[src/design/lsf_ram.sv]
// Generic single-port-write, single-port-read RAM with registered read data.
module lsf_ram #(
  parameter int WIDTH = 8,
  parameter int DEPTH = 16
) (
  input  logic                     clk,
  input  logic                     we,
  input  logic [$clog2(DEPTH)-1:0] waddr,
  input  logic [WIDTH-1:0]         wdata,
  input  logic                     re,
  input  logic [$clog2(DEPTH)-1:0] raddr,
  output logic [WIDTH-1:0]         rdata
);

  logic [WIDTH-1:0] mem [DEPTH];

  always_ff @(posedge clk) begin
    if (we) mem[waddr] <= wdata;
  end

  always_ff @(posedge clk) begin
    if (re) rdata <= mem[raddr];
  end

endmodule

[config.mk]
export PLATFORM = sky130hd
export DESIGN_NAME = lsf_ram
export DESIGN_NICKNAME = d
export VERILOG_FILES = /design/src/design/lsf_ram.sv
export SDC_FILE = /design/constraint.sdc
export NUM_CORES = 1
export LEC_CHECK = 0
export BUFFER_PORTS_ARGS = -buffer_cell sky130_fd_sc_hd__buf_4
export CAP_MARGIN = 40
export CORE_ASPECT_RATIO = 0.75
export CORE_MARGIN = 4
export CORE_UTILIZATION = 60
export DETAILED_ROUTE_END_ITERATION = 10
export GPL_ROUTABILITY_DRIVEN = 0
export PLACE_DENSITY = 0.81
export SLEW_MARGIN = 20
export SYNTH_ARGS = -nofsm -noshare
export SYNTH_HDL_FRONTEND = slang
export SYNTH_SLANG_ARGS = --single-unit
[constraint.sdc]
create_clock -name clk -period 2.6 [get_ports clk]
set_clock_uncertainty 0.15 [all_clocks]
set_input_delay 0.52 -clock clk [delete_from_list [all_inputs] [get_ports clk]]
set_output_delay 0.52 -clock clk [all_outputs]
set_load 0.05 [all_outputs]
### Word-level counts from Yosys, hierarchy flattened

Memories as Yosys holds them, arrays and structs flattened. A register that Yosys moved wholly into a read port is not among the register bits.
Index checks and enable logic that the tools add are counted.

* muxes and demuxes: 2

Operators by type and width (count)
* 1-bit 2-to-1 mux: 2

* register bits: 0
* RAM bits: 128
* input bits: 19
* output and inout bits: 8
* word-level logic and storage cells: 3
* memories: 1

Memory list
* mem: depth 16, bits a word 8, read ports 1, clocked after Yosys merged registers in 1, write ports 1, line 15 `logic [WIDTH-1:0] mem [DEPTH];`

### Logic depth before layout (Yosys ltp)

Gate-level depths: netlist (run 1).

* depth in word-level cells: 2
* mapped depth: 5
* mapped depth without buffers: 3

### Worst setup path after synthesis (run 1)

OpenSTA, ideal clock, no wires.

* kind: input-to-reg
* start: input waddr[2]
* end: memory mem[0][0] (enable)
* setup time: 0.383 ns
* arrival: 1.630 ns
* required time: 2.067 ns
* setup slack: 0.437 ns
* cell stages on the path: 2
* buffers on the path: 0
* cells stage by stage: or3b_2 nor3_1

RTL lines
* from (decl): line 8 `input logic [$clog2(DEPTH)-1:0] waddr,`
* to (decl): line 15

No word-level cell before the write port.

==> results of run 1 <==
-- stage by stage --
step	hold WS, ns	cell area (µm²)
final	0.256	6170
after floorplan	0.469	5230
after CTS	0.241	6170
after global placement	0.591	5620
after detailed placement	0.595	5620
after global routing	0.243	6170
-- flip-flops by register name (all words and copies together), names as in the netlist --
signal and count:
mem 128, rdata 8
-- worst paths after layout --
path | slack, ns | from | end | cells after the start
worst min-delay path | 0.26 | re | rdata[0] | 1
worst max-delay path | 0.76 | raddr[0] | rdata[4] | 5
worst min register to register | 0.62 | mem[8][2] | rdata[2] | 3
worst max register to register | 0.88 | mem[10][5] | rdata[5] | 3
-- cell type report --
cell class	instances	share of cell area
clock inverter	15	0.0207
clock buffer	17	0.0689
timing repair buffer	44	0.0555
sequential	136	0.662
tap	108	0.0219
multi-input combinational	83	0.171
-- layout by cell type (no fill, tap or decap) --
| cell | count |
|---|---|
| nor3_1 | 4 |
| and2_1 | 1 |
| a22oi_1 | 16 |
| clkinv_1 | 2 |
| mux4_1 | 14 |
| nand2_1 | 9 |
| buf_12 | 1 |
| clkinv_2 | 3 |
| nor2b_1 | 1 |
| edfxtp_1 | 136 |
| nand3_1 | 1 |
| nor2_1 | 13 |
| clkinv_4 | 3 |
| nand3b_1 | 2 |
| mux4_2 | 18 |
| nand2b_1 | 2 |
| clkinvlp_4 | 3 |
| buf_4 | 43 |
| bufinv_16 | 1 |
| and2b_1 | 1 |
| or3b_2 | 1 |
| clkbuf_16 | 17 |
| inv_6 | 3 |
-- power by group through the flow --
stage	Sequential, W	Clock (W)	Combinational, W
2_1_floorplan	0.00256	0	0.000125
3_3_place_gp	0.00253	0	0.000268
3_5_place_dp	0.00253	0	0.000274
4_1_cts	0.00249	0.00223	0.000276
5_1_grt	0.00249	0.00235	0.000291
6_report	0.00248	0.00221	0.000273
-- cell families after synthesis --
| kind of cell | Yosys count | synth area share |
|---|---|---|
| compound gates | 16 | 0.0230 |
| buf+inv | 10 | 0.0165 |
| flops | 136 | 0.781 |
| mux | 32 | 0.148 |
| simple gates | 35 | 0.0314 |
-- per-layer routing --
layer	vias to the layer above	track usage	part of all wire	routed length [µm]
li1	1089	-	-	-
met1	1305	0.324	0.41	4180
met2	114	0.336	0.49	4960
met3	6	0.0690	0.094	954
met4	0	0.0548	0.0061	62
met5	-	0	0	0
==> impl_results.md, run 1 <==
* Inserted Clock Buffers at 17
* Core area at 0.00849 mm²
* DRT iter0 DRCs at 241
* Total of max-cap violations at 0
* Worst-Margin Slew at 0.727 ns
* # fillers at 490
* Nets at 301
* Setup Buffers After CTS at 0
* Register area share after synthesis at 0.781
* Top Ports at 27
* Post-Syn Nets at 248
* Share of the synthesized area in the top cell type at 0.781
* Site Rows at 29
* RSZ-0062 raised after global routing: no
* Top delay family on crit path: multiplexers
* Period utilization at 0.707
* Worst path slowest cell: mux4_1
* Cts repair resizes at 0
* Final setup viols at 0
* Setup WS post-layout at 0.762 ns
* CTS root buf: clkbuf_16
* WP data required at 2.60 ns
* Layout area overhead at 18.1%
* Cell Pwr Density at 804 mW/mm²
* Drt first pass iters at 4
* Status: completed
* Combinational Power Share at 0.055
* EDFF count, synth at 136
* Largest area contributor in the netlist: edfxtp_1
* Crit path top cell by count: buf_4
* Post-Route WL at 10.2 mm
* Clock share of power at 0.444
* Design Power at 0.00496 W
* Maximum vdd drop at 542 µV
* # DRC at 0
* Rel. slew slack at 0.514
* Clk_lat worst skew at 0.41 ns
* Finished Layout Cells at 403
* Leak Pwr at 2.10 nW
* Overflow after GRT at 0
* Worst slack at placement at 0.344 ns
* H-tree levels at 4
* Crit end category: flip-flop
* Final Core Density at 0.727
* Post-Syn Instances at 229
* FMAX at 544 MHz
* CP cell instances: buf_4, buf_4, mux4_1, a22oi_1, nand2_1
* Dpl hpwl at 6.13 mm
* Switching fraction of total power at 0.216
* Number of global-route vias before repair at 2585
* Largest net degree at the start of global routing at 33
* Hold_buf cts at 0
* PortBufs at 26
* Yosys cell types at 18
* Layout cell share with drive strength beyond 1 at 0.315
* Ys async rst share at 0
* Die H at 88.8 µm
* Top-count cell post-synth: edfxtp_1
* Worst hold path type: input pin to flip-flop
* Die Wd at 116 µm
* CP Data Arrival Time at 1.84 ns
* Buffer and inverter count on the worst path at 2
* Syn_area_per_cell at 22.8 µm²
* Vias per Instance at 6.24
* Internal power of the cells at 0.00389 W
* Total track usage at 0.222
* CP max stage delay at 0.60 ns
* Multi-input gate area at 0.00106 mm²
* Slew Viols, Final at 0
* Synth cell count leaders: 136 x edfxtp_1, 18 x mux4_2, 16 x a22oi_1
* Top_reg_cell synth: edfxtp_1
* First-pass GRT wire length at 15.6 mm
* Initial antenna violation count at 0
* Synth area leaders: edfxtp_1 78%, mux4_2 7.8%, mux4_1 7.0%
* Wire per inst at 25.2 µm
* Min Clock Period, post-route at 1.84 ns
* Ant. Diodes at 0
* Longest Clk Path Bufs at 2
* Crit Path Max Fanout at 15
* Reg clk slew, reported paths at 0.06 ns
* Synth Cell Area at 0.00523 mm²
* P_sw at 0.00107 W
* Startpoint types: input pin
* Endpoints failing hold at 0
* Critical path class: input pin to flip-flop
* CTS tree: yes
* CTS Sinks at 136
* Sequential power share at 0.501
* Setup tns final at 0 ns
* YS warnings at 0
* Vias at 2514
* Die Footprint at 0.0103 mm²
* Register Area at 0.00408 mm²
* Cells after DPL at 371
* Remaining antenna violation count at 0
* Initial core utilization at 0.616
* Synth Register Bits at 136
Note: power is estimated with default switching activity, not from simulation.
==> run 2: changes to the inputs <==
clock period = 1.7 ns   (was 2.6 ns; I/O delays follow)
==> run 2 against run 1 <==
Effect of this change:
- register-to-register slack worse by 0.77 ns
- highest routed layer unchanged
- design area up 1.3%
- utilization up 0.94 points
- critical endpoint is now rdata[7]
==> impl_results.md, run 2 (synthesized netlist as in run 1, its figures left out) <==
* Status: completed (unchanged)
* Site Rows at 29 (unchanged)
* Nets at 310 (was 301)
* # DRC at 0 (unchanged)
* Setup tns final at 0 ns (unchanged)
* Biggest regs: mem x128, rdata x8 (unchanged)
* Layout cell share with drive strength beyond 1 at 0.359 (was 0.315)
* Setup Buffers After CTS at 0 (unchanged)
* Layout area overhead at 19.6% (was 18.1%)
* Vias per Instance at 6.04 (was 6.24)
* FMAX at 630 MHz
* Leak Pwr at 2.12 nW (was 2.10 nW)
* Period utilization at 0.934
* Endpoints failing hold at 0 (unchanged)
* Top delay family on crit path: multiplexers (unchanged)
* RSZ-0062 raised after global routing: no (unchanged)
* Register Area at 0.00408 mm² (unchanged)
* Commonest non-fill, non-tap cell in the layout: edfxtp_1 (unchanged)
* Max FFs per register at 128 (unchanged)
* Die Footprint at 0.0103 mm² (unchanged)
* Initial antenna violation count at 0 (unchanged)
* Inserted Clock Buffers at 17 (unchanged)
* Cell Pwr Density at 1240 mW/mm² (was 804 mW/mm²)
* Setup WS post-layout at 0.113 ns (was 0.762 ns)
* CTS Sinks at 136 (unchanged)
* Min Clock Period, post-route at 1.59 ns
* Top Ports at 27 (unchanged)
* Cells after DPL at 380 (was 371)
* Drt first pass iters at 4 (unchanged)
* Vias at 2489 (was 2514)
* Internal power of the cells at 0.00623 W (was 0.00389 W)
* Cts repair resizes at 0 (unchanged)
* Top reg by flops: mem (unchanged)
* Clk_lat worst skew at 0.41 ns (about the same)
* Final setup viols at 0 (unchanged)
* Total of max-cap violations at 0 (unchanged)
* Buffer and inverter count on the worst path at 0 (was 2)
* # fillers at 484 (was 490)
* Die H at 88.8 µm (unchanged)
* CP max stage delay at 0.48 ns (was 0.60 ns)
* Startpoint types: flip-flop (was input pin)
* CP Data Arrival Time at 1.59 ns (was 1.84 ns)
* CP cell instances: mux4_2, a22oi_1, nand2_1 (was buf_4, buf_4, mux4_1, a22oi_1, nand2_1)
* Wire per inst at 23.8 µm (was 25.2 µm)
* Combinational Power Share at 0.057 (was 0.055)
* Worst slack at placement at -0.261 ns (was 0.344 ns)
* Worst hold path type: input pin to flip-flop (unchanged)
* Number of global-route vias before repair at 2611 (was 2585)
* Initial core utilization at 0.616 (unchanged)
* Sequential power share at 0.491 (was 0.501)
* Rel. slew slack at 0.519 (was 0.514)
* Worst-Margin Slew at 0.719 ns (was 0.727 ns)
* Crit end category: flip-flop (unchanged)
* DRT iter0 DRCs at 280 (was 241)
* First-pass GRT wire length at 15.4 mm (was 15.6 mm)
* Worst path slowest cell: mux4_2 (was mux4_1)
* H-tree levels at 4 (unchanged)
* Largest net degree at the start of global routing at 18 (was 33)
* WP data required at 1.70 ns (was 2.60 ns)
* Finished Layout Cells at 412 (was 403)
* Core area at 0.00849 mm² (unchanged)
* CTS tree: yes (unchanged)
* Post-Route WL at 9.81 mm (was 10.2 mm)
* Hold_buf cts at 0 (unchanged)
* P_sw at 0.00151 W (was 0.00107 W)
* Crit Path Max Fanout at 1 (was 15)
* Switching fraction of total power at 0.196 (was 0.216)
* Dpl hpwl at 6.44 mm (was 6.13 mm)
* Design Power at 0.00775 W (was 0.00496 W)
* Overflow after GRT at 0 (unchanged)
* Reg clk slew, reported paths at 0.05 ns (was 0.06 ns)
* Ant. Diodes at 0 (unchanged)
* Remaining antenna violation count at 0 (unchanged)
* CTS root buf: clkbuf_16 (unchanged)
* Total track usage at 0.219 (was 0.222)
* PortBufs at 26 (unchanged)
* Commonest non-fill, non-tap cells in the layout: 136 x edfxtp_1, 49 x buf_4, 30 x mux4_2 (was 136 x edfxtp_1, 43 x buf_4, 18 x mux4_2)
* Maximum vdd drop at 1130 µV (was 542 µV)
* Multi-input gate area at 0.00102 mm² (was 0.00106 mm²)
* Die Wd at 116 µm (unchanged)
* Longest Clk Path Bufs at 2 (unchanged)
* Critical path class: flip-flop to flip-flop (was input pin to flip-flop)
* Clock share of power at 0.452 (was 0.444)
* Slew Viols, Final at 0 (unchanged)
## run 2: changes by cell type in the layout (fill, tap and decap cells not counted), sizes merged
cell	delta
inv	-3
clkinvlp	-2
buf	+9
clkbuf	+2
bufinv	+2
clkinv	+1
## run 2: metal layers
layer / wire length, µm / track usage / share of wire / up-vias
met1: 4180 / 0.321 / 0.43 / 1282
met5: 0 / 0 / 0 / -
li1: - / - / - / 1093
met2: 4650 / 0.312 / 0.47 / 108
met4: 56 / 0.0685 / 0.0057 / 0
met3: 923 / 0.0800 / 0.094 / 6
## run 2: stage by stage
stage / hold WS, ns / util / instance area, µm²
2_1_floorplan: 0.289 / - / 5220
3_3_place_gp: 0.494 / 0.669 / 5680
3_5_place_dp: 0.505 / 0.669 / 5680
4_1_cts: 0.0688 / 0.736 / 6250
5_1_grt: 0.0702 / 0.736 / 6250
6_report: 0.0853 / 0.736 / 6250
## run 2: worst paths after layout
kind	startpoint	to	slack (ns)	cells past startpoint
setup reg to reg	mem[3][7]	rdata[7]	0.11	3
hold / removal	re	rdata[6]	0.09	1
setup / recovery	mem[3][7]	rdata[7]	0.11	3
hold reg to reg	mem[4][3]	rdata[3]	0.60	3
## run 2: area by class of cell
| cell class | instances | share of cell area |
|---|---|---|
| Timing Repair Buffer | 53 | 0.0716 |
| Multi-Input combinational cell | 83 | 0.163 |
| Clock buffer | 19 | 0.0692 |
| Tap cell | 108 | 0.0216 |
| Clock inverter | 13 | 0.0216 |
| Sequential cell | 136 | 0.653 |
## run 2: power by group through the flow
stage	Sequential (W)	Clock [W]	Combinational, W
5_1_grt	0.00381	0.00373	0.000478
3_5_place_dp	0.00387	0	0.000447
3_3_place_gp	0.00387	0	0.000434
4_1_cts	0.00381	0.00356	0.000449
2_1_floorplan	0.00392	0	0.000207
6_report	0.00381	0.00350	0.000442
==> run 3: changes to the inputs <==
CORE_ASPECT_RATIO = 0.7   (was 0.75)
==> run 3 against run 2 <==
Effect of this change:
- register-to-register slack about the same
- clock power is 2% higher
- maximum frequency rose by 0.66%
- clock-buffer cell count decreased by 1
- utilization up 0.91 points
- via count rose by 2.2%
- worst setup slack gained 0.010 ns
- design area up 1.1%
- wire length increased by 1.9%
- critical path type unchanged
==> impl_results.md, run 3 (synthesized netlist as in run 1, its figures left out) <==
* Clock share of power at 0.457 (was 0.452)
* # DRC at 0 (unchanged)
* Overflow after GRT at 0 (unchanged)
* FMAX at 634 MHz (was 630 MHz)
* Die H at 86.1 µm (was 88.8 µm)
* Setup tns final at 0 ns (unchanged)
* Top reg by flops: mem (unchanged)
* Leak Pwr at 2.14 nW (was 2.12 nW)
* Wire per inst at 23.5 µm (was 23.8 µm)
* RSZ-0062 raised after global routing: no (unchanged)
* Top Ports at 27 (unchanged)
* Clk_lat worst skew at 0.41 ns (about the same)
* Period utilization at 0.927 (was 0.934)
* Number of global-route vias before repair at 2698 (was 2611)
* Worst slack at placement at -0.271 ns (was -0.261 ns)
* Critical path class: flip-flop to flip-flop (unchanged)
* Worst-Margin Slew at 0.769 ns (was 0.719 ns)
* Worst hold path type: input pin to flip-flop (unchanged)
* Remaining antenna violation count at 0 (unchanged)
* First-pass GRT wire length at 15.9 mm (was 15.4 mm)
* Post-Route WL at 10.0 mm (was 9.81 mm)
* Total track usage at 0.221 (was 0.219)
* Commonest non-fill, non-tap cell in the layout: edfxtp_1 (unchanged)
* Site Rows at 28 (was 29)
* Crit end category: flip-flop (unchanged)
* CP Data Arrival Time at 1.59 ns (about the same)
* Dpl hpwl at 6.75 mm (was 6.44 mm)
* Ant. Diodes at 0 (unchanged)
* Nets at 313 (was 310)
* Switching fraction of total power at 0.201 (was 0.196)
* Die Wd at 120 µm (was 116 µm)
* P_sw at 0.00157 W (was 0.00151 W)
* Slew Viols, Final at 0 (unchanged)
* Min Clock Period, post-route at 1.58 ns (was 1.59 ns)
* Rel. slew slack at 0.486 (was 0.519)
* Design Power at 0.00783 W (was 0.00775 W)
* CP cell instances: mux4_2, a22oi_1, nand2_1 (unchanged)
* Biggest regs: mem x128, rdata x8 (unchanged)
* Drt first pass iters at 4 (unchanged)
* Internal power of the cells at 0.00626 W (was 0.00623 W)
* Setup Buffers After CTS at 0 (unchanged)
* Core area at 0.00848 mm² (was 0.00849 mm²)
* CTS root buf: clkbuf_16 (unchanged)
* Worst path slowest cell: mux4_2 (unchanged)
* Reg clk slew, reported paths at 0.06 ns (was 0.05 ns)
* Layout area overhead at 20.9% (was 19.6%)
* Final Core Density at 0.745 (was 0.736)
* Inserted Clock Buffers at 17 (unchanged)
* Initial antenna violation count at 0 (unchanged)
* PortBufs at 26 (unchanged)
* Initial core utilization at 0.617 (was 0.616)
* Commonest non-fill, non-tap cells in the layout: 136 x edfxtp_1, 51 x buf_4, 30 x mux4_2 (was 136 x edfxtp_1, 49 x buf_4, 30 x mux4_2)
* Vias per Instance at 5.97 (was 6.04)
* Vias at 2543 (was 2489)
* Total of max-cap violations at 0 (unchanged)
* Longest Clk Path Bufs at 2 (unchanged)
* Final setup viols at 0 (unchanged)
* Combinational Power Share at 0.058 (was 0.057)
* Layout cell share with drive strength beyond 1 at 0.382 (was 0.359)
* Maximum vdd drop at 950 µV (was 1130 µV)
* Max FFs per register at 128 (unchanged)
* WP data required at 1.71 ns (was 1.70 ns)
* Sequential power share at 0.486 (was 0.491)
* Hold_buf cts at 0 (unchanged)
* Die Footprint at 0.0103 mm² (about the same)
* CTS tree: yes (unchanged)
* H-tree levels at 4 (unchanged)
* DRT iter0 DRCs at 254 (was 280)
* Status: completed (unchanged)
* Cell Pwr Density at 1240 mW/mm² (about the same)
* Endpoints failing hold at 0 (unchanged)
* CP max stage delay at 0.47 ns (was 0.48 ns)
* Setup WS post-layout at 0.123 ns (was 0.113 ns)
* Startpoint types: flip-flop (unchanged)
* Crit Path Max Fanout at 1 (unchanged)
* Largest net degree at the start of global routing at 17 (was 18)
* Cts repair resizes at 0 (unchanged)
* CTS Sinks at 136 (unchanged)
==> run 3: cell type report <==
cell class	instances	area [µm²]
repair buffers	56	483
flip-flops and latches	136	4080
well taps	120	150
clock buffers	18	429
multi-input cells	83	1020
clock inverters	13	156
fillers	491	2160
==> run 3: metal layers <==
| layer | GRT usage | share of wire | up-vias |
|---|---|---|---|
| met3 | 0.0574 | 0.094 | 7 |
| met4 | 0.0904 | 0.0070 | 0 |
| met5 | 0 | 0 | - |
| li1 | - | - | 1102 |
| met1 | 0.327 | 0.42 | 1309 |
| met2 | 0.323 | 0.48 | 125 |
==> run 3: path summary, 6_finish.rpt <==
check / startpoint / cells after the start / endpoint / slack, ns
max: mem[10][0] / 3 / rdata[0] / 0.12
min reg2reg: mem[7][3] / 3 / rdata[3] / 0.61
min: wdata[5] / 1 / mem[15][5] / 0.08
max reg2reg: mem[10][0] / 3 / rdata[0] / 0.12
==> run 3: power groups by stage <==
stage	Combinational, W	Clock [W]	Sequential, W
4_1_cts	0.000457	0.00364	0.00380
2_1_floorplan	0.000207	0	0.00392
5_1_grt	0.000483	0.00382	0.00381
3_3_place_gp	0.000439	0	0.00387
6_report	0.000451	0.00357	0.00380
3_5_place_dp	0.000455	0	0.00387
==> run 3: stage by stage <==
step / cell area [µm²] / hold WS (ns) / instances
4_1_cts: 6320 / 0.0664 / 426
5_1_grt: 6320 / 0.0876 / 426
6_report: 6320 / 0.0826 / 426
2_1_floorplan: 5220 / 0.289 / 229
3_5_place_dp: 5730 / 0.495 / 395
3_3_place_gp: 5730 / 0.484 / 395
==> run 3: critical path: cells and delay by family (launching register included) <==
family / cells / cell delay, ns
AO/OA/AOI/OAI: 1 / 0.24
flip-flops: 1 / 0.38
multiplexers: 1 / 0.47
AND/OR/NAND/NOR: 1 / 0.09
